## src/cpu_load_store_unit_core_defines.svh

```systemverilog
// assertion macros shared by the load/store unit modules
`ifndef CPU_LOAD_STORE_UNIT_CORE_DEFINES_SVH
`define CPU_LOAD_STORE_UNIT_CORE_DEFINES_SVH

// condition that must hold at every clock edge
`define CLSU_ASSERT_NOW(lbl, cond, msg) \
	lbl: assert property (@(posedge clk) disable iff (!arst_n) (cond)) else $error(msg);

// condition that must hold in the cycle after the trigger
`define CLSU_ASSERT_NEXT(lbl, trig, cond, msg) \
	lbl: assert property (@(posedge clk) disable iff (!arst_n) (trig) |=> (cond)) else $error(msg);

`endif

```

## src/clsu_pkg.sv

```systemverilog
// types, codes and constants of the load/store unit
package clsu_pkg;

	localparam logic [1:0] RK_READ  = 2'd0;
	localparam logic [1:0] RK_WRITE = 2'd1;
	localparam logic [1:0] RK_DONE  = 2'd2;

	localparam logic [2:0] REG_A = 3'd0;
	localparam logic [2:0] REG_B = 3'd1;
	localparam logic [2:0] REG_C = 3'd2;
	localparam logic [2:0] REG_D = 3'd3;
	localparam logic [2:0] REG_E = 3'd4;
	localparam logic [2:0] REG_H = 3'd5;
	localparam logic [2:0] REG_L = 3'd6;

	localparam logic [3:0] DEST_SP   = 4'd7;
	localparam logic [3:0] DEST_NONE = 4'd8;

	localparam logic [1:0] STEP_NONE = 2'd0;
	localparam logic [1:0] STEP_INC  = 2'd1;
	localparam logic [1:0] STEP_DEC  = 2'd2;

	localparam logic [2:0] CODE_HL_IND = 3'd6;

	localparam logic [15:0] HIGH_PAGE = 16'hFF00;

	localparam logic [7:0] OP_HALT        = 8'h76;
	localparam logic [7:0] OP_LD_HL_IND_N = 8'h36;
	localparam logic [7:0] OP_LD_BC_NN    = 8'h01;
	localparam logic [7:0] OP_LD_DE_NN    = 8'h11;
	localparam logic [7:0] OP_LD_HL_NN    = 8'h21;
	localparam logic [7:0] OP_LD_SP_NN    = 8'h31;
	localparam logic [7:0] OP_LD_SP_HL    = 8'hF9;
	localparam logic [7:0] OP_LD_A_BC     = 8'h0A;
	localparam logic [7:0] OP_LD_A_DE     = 8'h1A;
	localparam logic [7:0] OP_LD_A_NN     = 8'hFA;
	localparam logic [7:0] OP_LD_A_HLI    = 8'h2A;
	localparam logic [7:0] OP_LD_A_HLD    = 8'h3A;
	localparam logic [7:0] OP_LDH_A_N     = 8'hF0;
	localparam logic [7:0] OP_LD_BC_A     = 8'h02;
	localparam logic [7:0] OP_LD_DE_A     = 8'h12;
	localparam logic [7:0] OP_LD_NN_A     = 8'hEA;
	localparam logic [7:0] OP_LDH_C_A     = 8'hE2;
	localparam logic [7:0] OP_LDH_N_A     = 8'hE0;
	localparam logic [7:0] OP_LD_HLI_A    = 8'h22;
	localparam logic [7:0] OP_LD_HLD_A    = 8'h32;
	localparam logic [7:0] OP_LD_NN_SP    = 8'h08;

	typedef struct packed {
		logic [1:0]  kind;
		logic [15:0] address;
		logic [7:0]  write_data;
		logic [4:0]  cycles;
		logic        unsupported;
		logic [3:0]  dest_index;
		logic [15:0] dest_value;
		logic        last;
	} result_t;

	typedef struct packed {
		logic [6:0][7:0] regs;
		logic [15:0]     sp;
		logic            read_pending;
		logic [2:0]      pend_target;
		logic [1:0]      pend_step;
		logic [4:0]      pend_cycles;
	} state_t;

	function automatic result_t mk_result(input logic [1:0] kind, input logic [15:0] addr,
			input logic [7:0] data, input logic [4:0] cyc, input logic unsup,
			input logic [3:0] dest, input logic [15:0] val);
		result_t r;
		r.kind        = kind;
		r.address     = addr;
		r.write_data  = data;
		r.cycles      = cyc;
		r.unsupported = unsup;
		r.dest_index  = dest;
		r.dest_value  = val;
		r.last        = 1'b0;
		return r;
	endfunction

endpackage

```

## src/clsu_exec.sv

```systemverilog
// decode and execute of one item against the register state
module clsu_exec import clsu_pkg::*; (
	input  logic                 kind,
	input  logic [7:0]           opcode,
	input  logic [7:0]           imm_low,
	input  logic [7:0]           imm_high,
	input  logic [7:0]           read_data,
	input  state_t               st,
	output result_t [2:0]        res,
	output logic [1:0]           cnt,
	output state_t               nxt
);

	function automatic logic [2:0] code_to_reg(input logic [2:0] code);
		logic [2:0] r;
		case (code)
			3'd0: r = REG_B;
			3'd1: r = REG_C;
			3'd2: r = REG_D;
			3'd3: r = REG_E;
			3'd4: r = REG_H;
			3'd5: r = REG_L;
			3'd7: r = REG_A;
			default: r = REG_A;
		endcase
		return r;
	endfunction

	always_comb begin
		logic [6:0][7:0] regs_v;
		logic [15:0]     hl;
		logic [15:0]     nn;
		logic [15:0]     nv;
		logic [7:0]      a;
		logic [2:0]      dst;
		logic [2:0]      src;
		logic [2:0]      t;
		result_t         none_r;

		none_r = mk_result(RK_DONE, 16'h0, 8'h0, 5'd0, 1'b0, DEST_NONE, 16'h0);
		res    = {none_r, none_r, none_r};
		cnt    = 2'd0;
		nxt    = st;
		regs_v = st.regs;
		hl     = {st.regs[REG_H], st.regs[REG_L]};
		nn     = {imm_high, imm_low};
		a      = st.regs[REG_A];
		dst    = code_to_reg(opcode[5:3]);
		src    = code_to_reg(opcode[2:0]);
		nv     = 16'h0;
		t      = st.pend_target;

		if (!kind) begin
			nxt.read_pending = 1'b0;
			cnt = 2'd1;
			if (opcode[7:6] == 2'b01 && opcode != OP_HALT) begin
				if (opcode[5:3] == CODE_HL_IND) begin
					res[0] = mk_result(RK_WRITE, hl, st.regs[src], 5'd0, 1'b0, DEST_NONE, 16'h0);
					res[1] = mk_result(RK_DONE, 16'h0, 8'h0, 5'd8, 1'b0, DEST_NONE, 16'h0);
					cnt = 2'd2;
				end else if (opcode[2:0] == CODE_HL_IND) begin
					res[0] = mk_result(RK_READ, hl, 8'h0, 5'd0, 1'b0, DEST_NONE, 16'h0);
					nxt.read_pending = 1'b1;
					nxt.pend_target  = dst;
					nxt.pend_step    = STEP_NONE;
					nxt.pend_cycles  = 5'd8;
				end else begin
					nxt.regs[dst] = st.regs[src];
					res[0] = mk_result(RK_DONE, 16'h0, 8'h0, 5'd4, 1'b0, {1'b0, dst},
						{8'h0, st.regs[src]});
				end
			end else if ((opcode & 8'hC7) == 8'h06 && opcode != OP_LD_HL_IND_N) begin
				nxt.regs[dst] = imm_low;
				res[0] = mk_result(RK_DONE, 16'h0, 8'h0, 5'd8, 1'b0, {1'b0, dst}, {8'h0, imm_low});
			end else begin
				case (opcode)
					OP_LD_BC_NN: begin
						nxt.regs[REG_B] = imm_high;
						nxt.regs[REG_C] = imm_low;
						res[0] = mk_result(RK_DONE, 16'h0, 8'h0, 5'd12, 1'b0, {1'b0, REG_B}, nn);
					end
					OP_LD_DE_NN: begin
						nxt.regs[REG_D] = imm_high;
						nxt.regs[REG_E] = imm_low;
						res[0] = mk_result(RK_DONE, 16'h0, 8'h0, 5'd12, 1'b0, {1'b0, REG_D}, nn);
					end
					OP_LD_HL_NN: begin
						nxt.regs[REG_H] = imm_high;
						nxt.regs[REG_L] = imm_low;
						res[0] = mk_result(RK_DONE, 16'h0, 8'h0, 5'd12, 1'b0, {1'b0, REG_H}, nn);
					end
					OP_LD_SP_NN: begin
						nxt.sp = nn;
						res[0] = mk_result(RK_DONE, 16'h0, 8'h0, 5'd12, 1'b0, DEST_SP, nn);
					end
					OP_LD_SP_HL: begin
						nxt.sp = hl;
						res[0] = mk_result(RK_DONE, 16'h0, 8'h0, 5'd8, 1'b0, DEST_SP, hl);
					end
					OP_LD_HL_IND_N: begin
						res[0] = mk_result(RK_WRITE, hl, imm_low, 5'd0, 1'b0, DEST_NONE, 16'h0);
						res[1] = mk_result(RK_DONE, 16'h0, 8'h0, 5'd12, 1'b0, DEST_NONE, 16'h0);
						cnt = 2'd2;
					end
					OP_LD_A_BC, OP_LD_A_DE, OP_LD_A_NN, OP_LD_A_HLI, OP_LD_A_HLD,
					OP_LDH_A_N: begin
						nxt.read_pending = 1'b1;
						nxt.pend_target  = REG_A;
						nxt.pend_step    = STEP_NONE;
						nxt.pend_cycles  = 5'd8;
						nv = hl;
						case (opcode)
							OP_LD_A_BC: nv = {st.regs[REG_B], st.regs[REG_C]};
							OP_LD_A_DE: nv = {st.regs[REG_D], st.regs[REG_E]};
							OP_LD_A_NN: begin
								nv = nn;
								nxt.pend_cycles = 5'd16;
							end
							OP_LD_A_HLI: nxt.pend_step = STEP_INC;
							OP_LD_A_HLD: nxt.pend_step = STEP_DEC;
							OP_LDH_A_N: begin
								nv = HIGH_PAGE | {8'h0, imm_low};
								nxt.pend_cycles = 5'd12;
							end
							default: nv = hl;
						endcase
						res[0] = mk_result(RK_READ, nv, 8'h0, 5'd0, 1'b0, DEST_NONE, 16'h0);
					end
					OP_LD_BC_A, OP_LD_DE_A, OP_LD_NN_A, OP_LDH_C_A, OP_LDH_N_A: begin
						res[1] = mk_result(RK_DONE, 16'h0, 8'h0, 5'd8, 1'b0, DEST_NONE, 16'h0);
						case (opcode)
							OP_LD_BC_A: nv = {st.regs[REG_B], st.regs[REG_C]};
							OP_LD_DE_A: nv = {st.regs[REG_D], st.regs[REG_E]};
							OP_LD_NN_A: begin
								nv = nn;
								res[1].cycles = 5'd16;
							end
							OP_LDH_C_A: nv = HIGH_PAGE | {8'h0, st.regs[REG_C]};
							OP_LDH_N_A: begin
								nv = HIGH_PAGE | {8'h0, imm_low};
								res[1].cycles = 5'd12;
							end
							default: nv = nn;
						endcase
						res[0] = mk_result(RK_WRITE, nv, a, 5'd0, 1'b0, DEST_NONE, 16'h0);
						cnt = 2'd2;
					end
					OP_LD_HLI_A, OP_LD_HLD_A: begin
						nv = (opcode == OP_LD_HLI_A) ? hl + 16'd1 : hl - 16'd1;
						nxt.regs[REG_H] = nv[15:8];
						nxt.regs[REG_L] = nv[7:0];
						res[0] = mk_result(RK_WRITE, hl, a, 5'd0, 1'b0, DEST_NONE, 16'h0);
						res[1] = mk_result(RK_DONE, 16'h0, 8'h0, 5'd8, 1'b0, {1'b0, REG_H}, nv);
						cnt = 2'd2;
					end
					OP_LD_NN_SP: begin
						nv = nn + 16'd1;
						res[0] = mk_result(RK_WRITE, nn, st.sp[7:0], 5'd0, 1'b0, DEST_NONE, 16'h0);
						res[1] = mk_result(RK_WRITE, nv, st.sp[15:8], 5'd0, 1'b0, DEST_NONE, 16'h0);
						res[2] = mk_result(RK_DONE, 16'h0, 8'h0, 5'd20, 1'b0, DEST_NONE, 16'h0);
						cnt = 2'd3;
					end
					default: begin
						res[0] = mk_result(RK_DONE, 16'h0, 8'h0, 5'd0, 1'b1, DEST_NONE, 16'h0);
					end
				endcase
			end
		end else if (st.read_pending) begin
			if (t == 3'd7) begin
				t = REG_A;
			end
			regs_v[t] = read_data;
			nv = {regs_v[REG_H], regs_v[REG_L]};
			if (st.pend_step == STEP_INC) begin
				nv = nv + 16'd1;
			end else if (st.pend_step == STEP_DEC) begin
				nv = nv - 16'd1;
			end
			regs_v[REG_H] = nv[15:8];
			regs_v[REG_L] = nv[7:0];
			nxt.regs = regs_v;
			nxt.read_pending = 1'b0;
			res[0] = mk_result(RK_DONE, 16'h0, 8'h0, st.pend_cycles, 1'b0, {1'b0, t},
				{8'h0, regs_v[t]});
			cnt = 2'd1;
		end
	end

endmodule

```

## src/clsu_emit.sv

```systemverilog
// result sequencer and output register
module clsu_emit import clsu_pkg::*; (
	input  logic          clk,
	input  logic          arst_n,
	input  logic          item_live,
	input  result_t [2:0] res,
	input  logic [1:0]    cnt,
	input  logic          out_stall,
	output logic          out_valid,
	output result_t       out_item,
	output logic          commit
);

	`include "cpu_load_store_unit_core_defines.svh"

	logic [1:0] idx_q;
	logic       out_valid_q;
	result_t    out_q;
	result_t    sel;
	logic       load;
	logic       last;

	assign load   = !out_valid_q || !out_stall;
	assign last   = (idx_q == cnt - 2'd1);
	assign commit = item_live && (cnt == 2'd0 || (load && last));

	always_comb begin
		case (idx_q)
			2'd1: sel = res[1];
			2'd2: sel = res[2];
			default: sel = res[0];
		endcase
		sel.last = last;
	end

	always_ff @(posedge clk or negedge arst_n) begin
		if (!arst_n) begin
			idx_q       <= 2'd0;
			out_valid_q <= 1'b0;
		end else if (load) begin
			if (item_live && cnt != 2'd0) begin
				out_valid_q <= 1'b1;
				idx_q       <= last ? 2'd0 : idx_q + 2'd1;
			end else begin
				out_valid_q <= 1'b0;
			end
		end
	end

	always_ff @(posedge clk) begin
		if (load && item_live && cnt != 2'd0) begin
			out_q <= sel;
		end
	end

	assign out_valid = out_valid_q;
	assign out_item  = out_q;

	`CLSU_ASSERT_NOW(a_idx_in_range, !item_live || cnt == 2'd0 || idx_q < cnt, "result index past count")
	`CLSU_ASSERT_NOW(a_idx_idle_zero, item_live || idx_q == 2'd0, "result index not cleared")
	`CLSU_ASSERT_NEXT(a_out_hold, out_valid_q && out_stall, $stable(out_q), "stalled result moved")

endmodule

```

## src/cpu_load_store_unit_core.sv

```systemverilog
// path: an item is held at the input register, its results are formed from it
//   combinationally and registered in turn in the output register, which shows them
// throughput: one result per cycle while not stalled; an item holds the input
//   register until its last result enters the single output register carrying them
// reset: arst_n clears the register file, SP, the pending read and both valid flags
// top level of the load/store unit
module cpu_load_store_unit_core import clsu_pkg::*; (
	input  logic        clk,
	input  logic        arst_n,
	input  logic        item_valid,
	output logic        item_stall,
	input  logic        kind,
	input  logic [7:0]  opcode,
	input  logic [7:0]  imm_low,
	input  logic [7:0]  imm_high,
	input  logic [7:0]  read_data,
	output logic        result_valid,
	input  logic        result_stall,
	output logic [1:0]  result_kind,
	output logic [15:0] address,
	output logic [7:0]  write_data,
	output logic [4:0]  cycles,
	output logic        unsupported,
	output logic [3:0]  dest_index,
	output logic [15:0] dest_value,
	output logic        last_of_run
);

	`include "cpu_load_store_unit_core_defines.svh"

	logic          valid_s1;
	logic          kind_s1;
	logic [7:0]    opcode_s1;
	logic [7:0]    imm_low_s1;
	logic [7:0]    imm_high_s1;
	logic [7:0]    read_data_s1;
	state_t        st_q;
	state_t        nxt;
	result_t [2:0] res;
	logic [1:0]    cnt;
	logic          commit;
	result_t       out_item;
	logic          accept;

	assign item_stall = valid_s1 && !commit;
	assign accept     = item_valid && !item_stall;

	always_ff @(posedge clk or negedge arst_n) begin
		if (!arst_n) begin
			valid_s1 <= 1'b0;
			st_q     <= '0;
		end else begin
			if (accept) begin
				valid_s1 <= 1'b1;
			end else if (commit) begin
				valid_s1 <= 1'b0;
			end
			if (commit) begin
				st_q <= nxt;
			end
		end
	end

	always_ff @(posedge clk) begin
		if (accept) begin
			kind_s1      <= kind;
			opcode_s1    <= opcode;
			imm_low_s1   <= imm_low;
			imm_high_s1  <= imm_high;
			read_data_s1 <= read_data;
		end
	end

	clsu_exec u_exec (
		.kind      (kind_s1),
		.opcode    (opcode_s1),
		.imm_low   (imm_low_s1),
		.imm_high  (imm_high_s1),
		.read_data (read_data_s1),
		.st        (st_q),
		.res       (res),
		.cnt       (cnt),
		.nxt       (nxt)
	);

	clsu_emit u_emit (
		.clk       (clk),
		.arst_n    (arst_n),
		.item_live (valid_s1),
		.res       (res),
		.cnt       (cnt),
		.out_stall (result_stall),
		.out_valid (result_valid),
		.out_item  (out_item),
		.commit    (commit)
	);

	assign result_kind = out_item.kind;
	assign address     = out_item.address;
	assign write_data  = out_item.write_data;
	assign cycles      = out_item.cycles;
	assign unsupported = out_item.unsupported;
	assign dest_index  = out_item.dest_index;
	assign dest_value  = out_item.dest_value;
	assign last_of_run = out_item.last;

	`CLSU_ASSERT_NEXT(a_state_hold, !commit, $stable(st_q), "state changed without commit")
	`CLSU_ASSERT_NOW(a_stray_data, !(valid_s1 && kind_s1 && !st_q.read_pending) || cnt == 2'd0, "results for stray read data")
	`CLSU_ASSERT_NOW(a_done_is_last, !(result_valid && result_kind == RK_DONE) || last_of_run, "completion not last")

endmodule

```

## config.mk

```make
export PLATFORM = sky130hd
export DESIGN_NAME = cpu_load_store_unit_core
export DESIGN_NICKNAME = d
export VERILOG_FILES = /design/src/clsu_pkg.sv /design/src/clsu_exec.sv /design/src/clsu_emit.sv /design/src/cpu_load_store_unit_core.sv
export VERILOG_INCLUDE_DIRS = /design/src /design/src/src
export SDC_FILE = /design/constraint.sdc
export NUM_CORES = 1
export LEC_CHECK = 0
export ABC_AREA = 1
export BUFFER_PORTS_ARGS = -buffer_cell sky130_fd_sc_hd__buf_2
export CORE_MARGIN = 2
export CORE_UTILIZATION = 30
export DETAILED_ROUTE_END_ITERATION = 10
export HOLD_SLACK_MARGIN = 0.15
export PLACE_DENSITY_LB_ADDON = 0.25
export SYNTH_ARGS = -nofsm -noshare
export SYNTH_HDL_FRONTEND = slang
export SYNTH_SLANG_ARGS = --single-unit
```

## constraint.sdc

```tcl
create_clock -name clk -period 5.7 [get_ports clk]
set_input_delay 0 -clock clk [delete_from_list [all_inputs] [get_ports clk]]
set_output_delay 0 -clock clk [all_outputs]
set_load 0.02 [all_outputs]
```

==> impl_metrics.json <==
{
  "antenna_left": 0,
  "port_buffers": 89,
  "hold_viol": 0,
  "cts_setup_buffers": 0,
  "slowest_delay_ps": 500,
  "yosys-top-cells-area": "edfxtp_1 (19%), nand2_1 (18%), dfrtp_1 (16%), o21ai_0 (7.4%), nand3_1 (5.8%)",
  "synth_warnings": 0,
  "peakVddDrop_mv": 0.215,
  "synth_area_per_cell_sq_um": 6.68,
  "r2r_setup_slack_ps": 1370,
  "cts.clk_slew.worst_paths_ps": 80,
  "p_per_area_nw_per_um2": 413,
  "worstPathRequired_ps": 5830,
  "yosys.area.top_type": "edfxtp_1",
  "fin_nets": 2172,
  "drt_pass1_iterations": 8,
  "vias": 15700,
  "synth-seq-area-share": 0.343,
  "die_h_um": 217,
  "p_leak_nw": 6.90,
  "synth_seq_cells": 169,
  "outcome": "completed",
  "fin_area_sq_um": 15500,
  "cp_common_cell": "nand2_1",
  "synth.most_common_cell": "nand2_1",
  "rsz0062_at_grt": "no",
  "wl_met2_um": 30500,
  "p_comb_frac": 0.482,
  "root_buffer": "clkbuf_16",
  "critical_path.cell_chain": "inv_2, nand2_1, nor2_1, o21ai_1, nand2_1, inv_2, nand3_1, o21ai_0, ha_1, xor2_1, nand4_2, nand2_2, inv_1, nand2_1, inv_1, nor2_4, buf_4",
  "grt_max_degree": 60,
  "grt_util_all_layers": 0.312,
  "finClkSkew_ps": 15.2,
  "antenna_found_initial": 3,
  "placed_cell_area_sq_um": 14500,
  "grt_pass1_vias": 14600,
  "yosysTopAreaCellShare": 0.186,
  "seqPwrFrac": 0.340,
  "pwr-share-clk": 0.179,
  "crit_path_max_fanout": 33,
  "numCtsBuffers": 17,
  "syn_to_final_growth_pct": 14.1,
  "worst_hold_path_type": "in2reg",
  "overflow": 0,
  "drive_above_1_share": 0.0973,
  "final_core_util": 0.349,
  "rows": 77,
  "netlist_instances": 2031,
  "p_int_w": 0.00302,
  "final.setup.tns_ps": 0,
  "synth.distinct_cells": 51,
  "vias_per_cell": 5.77,
  "setup_ws_ps": 1370,
  "start_kind": "register",
  "io-pin-count": 92,
  "p_total_w": 0.00640,
  "topRoutingLayerUsed": "met5",
  "htree_num_levels": 4,
  "worstSetupEndpointType": "register",
  "routedWlPerCell_um": 27.0,
  "worstPathArrival_ps": 4460,
  "cts_buffer_depth": 2,
  "grt_pass1_wl_um": 105000,
  "worst_slew_pin_slew_ps": 1110,
  "die_area_sq_um": 47000,
  "final-max-slew-violation-count": 0,
  "worst_slew_margin_rel": 0.259,
  "first_iter_violations": 2241,
  "fin_crit_ps": 4330,
  "syn_area_sq_um": 13600,
  "synth_ff_type": "dfrtp_1",
  "crit_slowest_cell": "edfxtp_1",
  "met1_length_um": 31200,
  "die_x_um": 217,
  "setup_viol": 0,
  "switching_share": 0.528,
  "place.gp.congestion": 1.04,
  "fmax_ghz": 0.231,
  "cts.sinks": 169,
  "nFillCells": 4850,
  "core_sq_um": 44400,
  "critPathKind": "reg2reg",
  "cts_tree": "built",
  "synth_edf_count": 84,
  "dp_hpwl_um": 57200,
  "critical_path.top_delay_family": "simple AND/OR/NAND/NOR gates",
  "switching_power_w": 0.00338,
  "synthArstFlopShare": 0.503,
  "drc": 0,
  "drv_cap": 0,
  "initial_utilization": 0.306,
  "place_ws_ps": 1410,
  "clock_latency_ps": 510,
  "finalCritPeriodShare": 0.760,
  "wl_met3_um": 7010,
  "ys_top_cells_by_count": "nand2_1 (658), o21ai_0 (200), inv_1 (168)",
  "crit_buf_inv": 5,
  "drt-total-wl_um": 73300
}
-- worst reg2reg max path, delay by kind of cell (launching register included) --
kind	cells	cell delay [ps]
simple gates	8	1570
buf+inv	5	880
flops	1	500
compound gates	2	390
fa+ha+maj	1	370
xor+xnor	1	220
-- cell families (layout without fill, tap and decap cells) --
group,after synthesis,in the layout,share of synthesized area
flops,169,169,0.343
xor+xnor,15,15,0.00968
simple gates,1084,1084,0.346
fa+ha+maj,21,21,0.0199
compound gates,463,463,0.197
buf+inv,278,373,0.0844
other cells,1,3,0.000276
-- state kept, by name, indices dropped and copies added (netlist names) --
name              flops
st_q                 81
u_emit.out_item      51
imm_high_s1           8
imm_low_s1            8
opcode_s1             8
read_data_s1          8
u_emit.idx_q          2
kind_s1               1
u_emit.out_valid      1
valid_s1              1
-- final cells by class --
cell class                 count  area (sq um)  share of cell area
multi-input combinational   1585          7810               0.504
sequential                   169          4650               0.300
timing repair buffer         147          1000              0.0646
tap                          592           741              0.0478
inverter                     194           728              0.0470
clock buffer                  18           439              0.0284
clock inverter                14           114             0.00735
antenna                        1          2.50            0.000162
-- cells in the final DEF, fill, tap and decap left out, types with 9 or more instances in the layout --
master,instances
dlygate4sd3_1,37
o21ai_0,200
inv_1,167
buf_2,88
clkinv_1,9
nand4_1,76
xor2_1,12
o21bai_1,11
dfrtp_1,85
buf_4,20
nor2_2,10
inv_2,20
nand2_1,658
o221ai_1,18
a21oi_1,110
nand3_1,156
o21ai_1,13
nor2_1,136
ha_1,20
clkbuf_16,17
o211ai_1,43
edfxtp_1,84
o22ai_1,29
-- power by group through the flow --
stage / Clock (W) / Sequential [W] / Combinational [W]
after detailed placement: 0 / 0.00216 / 0.00295
after CTS: 0.00118 / 0.00214 / 0.00299
final: 0.00114 / 0.00217 / 0.00308
after floorplan: 0 / 0.00191 / 0.00191
after global routing: 0.00122 / 0.00216 / 0.00334
after global placement: 0 / 0.00217 / 0.00297
-- timing repair --
item,4_1_cts,5_1_grt
hold buffers,38,0
gates resized for setup,0,0
hold endpoints to repair,63,0
-- final timing paths --
kind / start / to / depth (start not counted)
max: opcode_s1[0] / read_data_s1[7] / 17
max in group asynchronous: arst_n / st_q[67] / 4
max reg2reg: opcode_s1[0] / read_data_s1[7] / 17
min reg2reg: st_q[29] / st_q[29] / 2
min: imm_high[4] / imm_high_s1[4] / 2
min in group asynchronous: arst_n / st_q[4] / 4
-- through the flow --
stage | cells | hold WS, ps
6_report | 2720 | 198
5_1_grt | 2719 | 196
4_1_cts | 2719 | 164
3_5_place_dp | 2649 | 1.03
3_3_place_gp | 2649 | -0.621
2_1_floorplan | 2032 | -296
-- routing by layer --
layer	up-vias	GRT usage
met5	-	0
met4	2	0.177
met3	183	0.0668
met2	950	0.449
met1	7431	0.431
li1	7116	-
No activity file was read; power rests on OpenSTA's default activity.
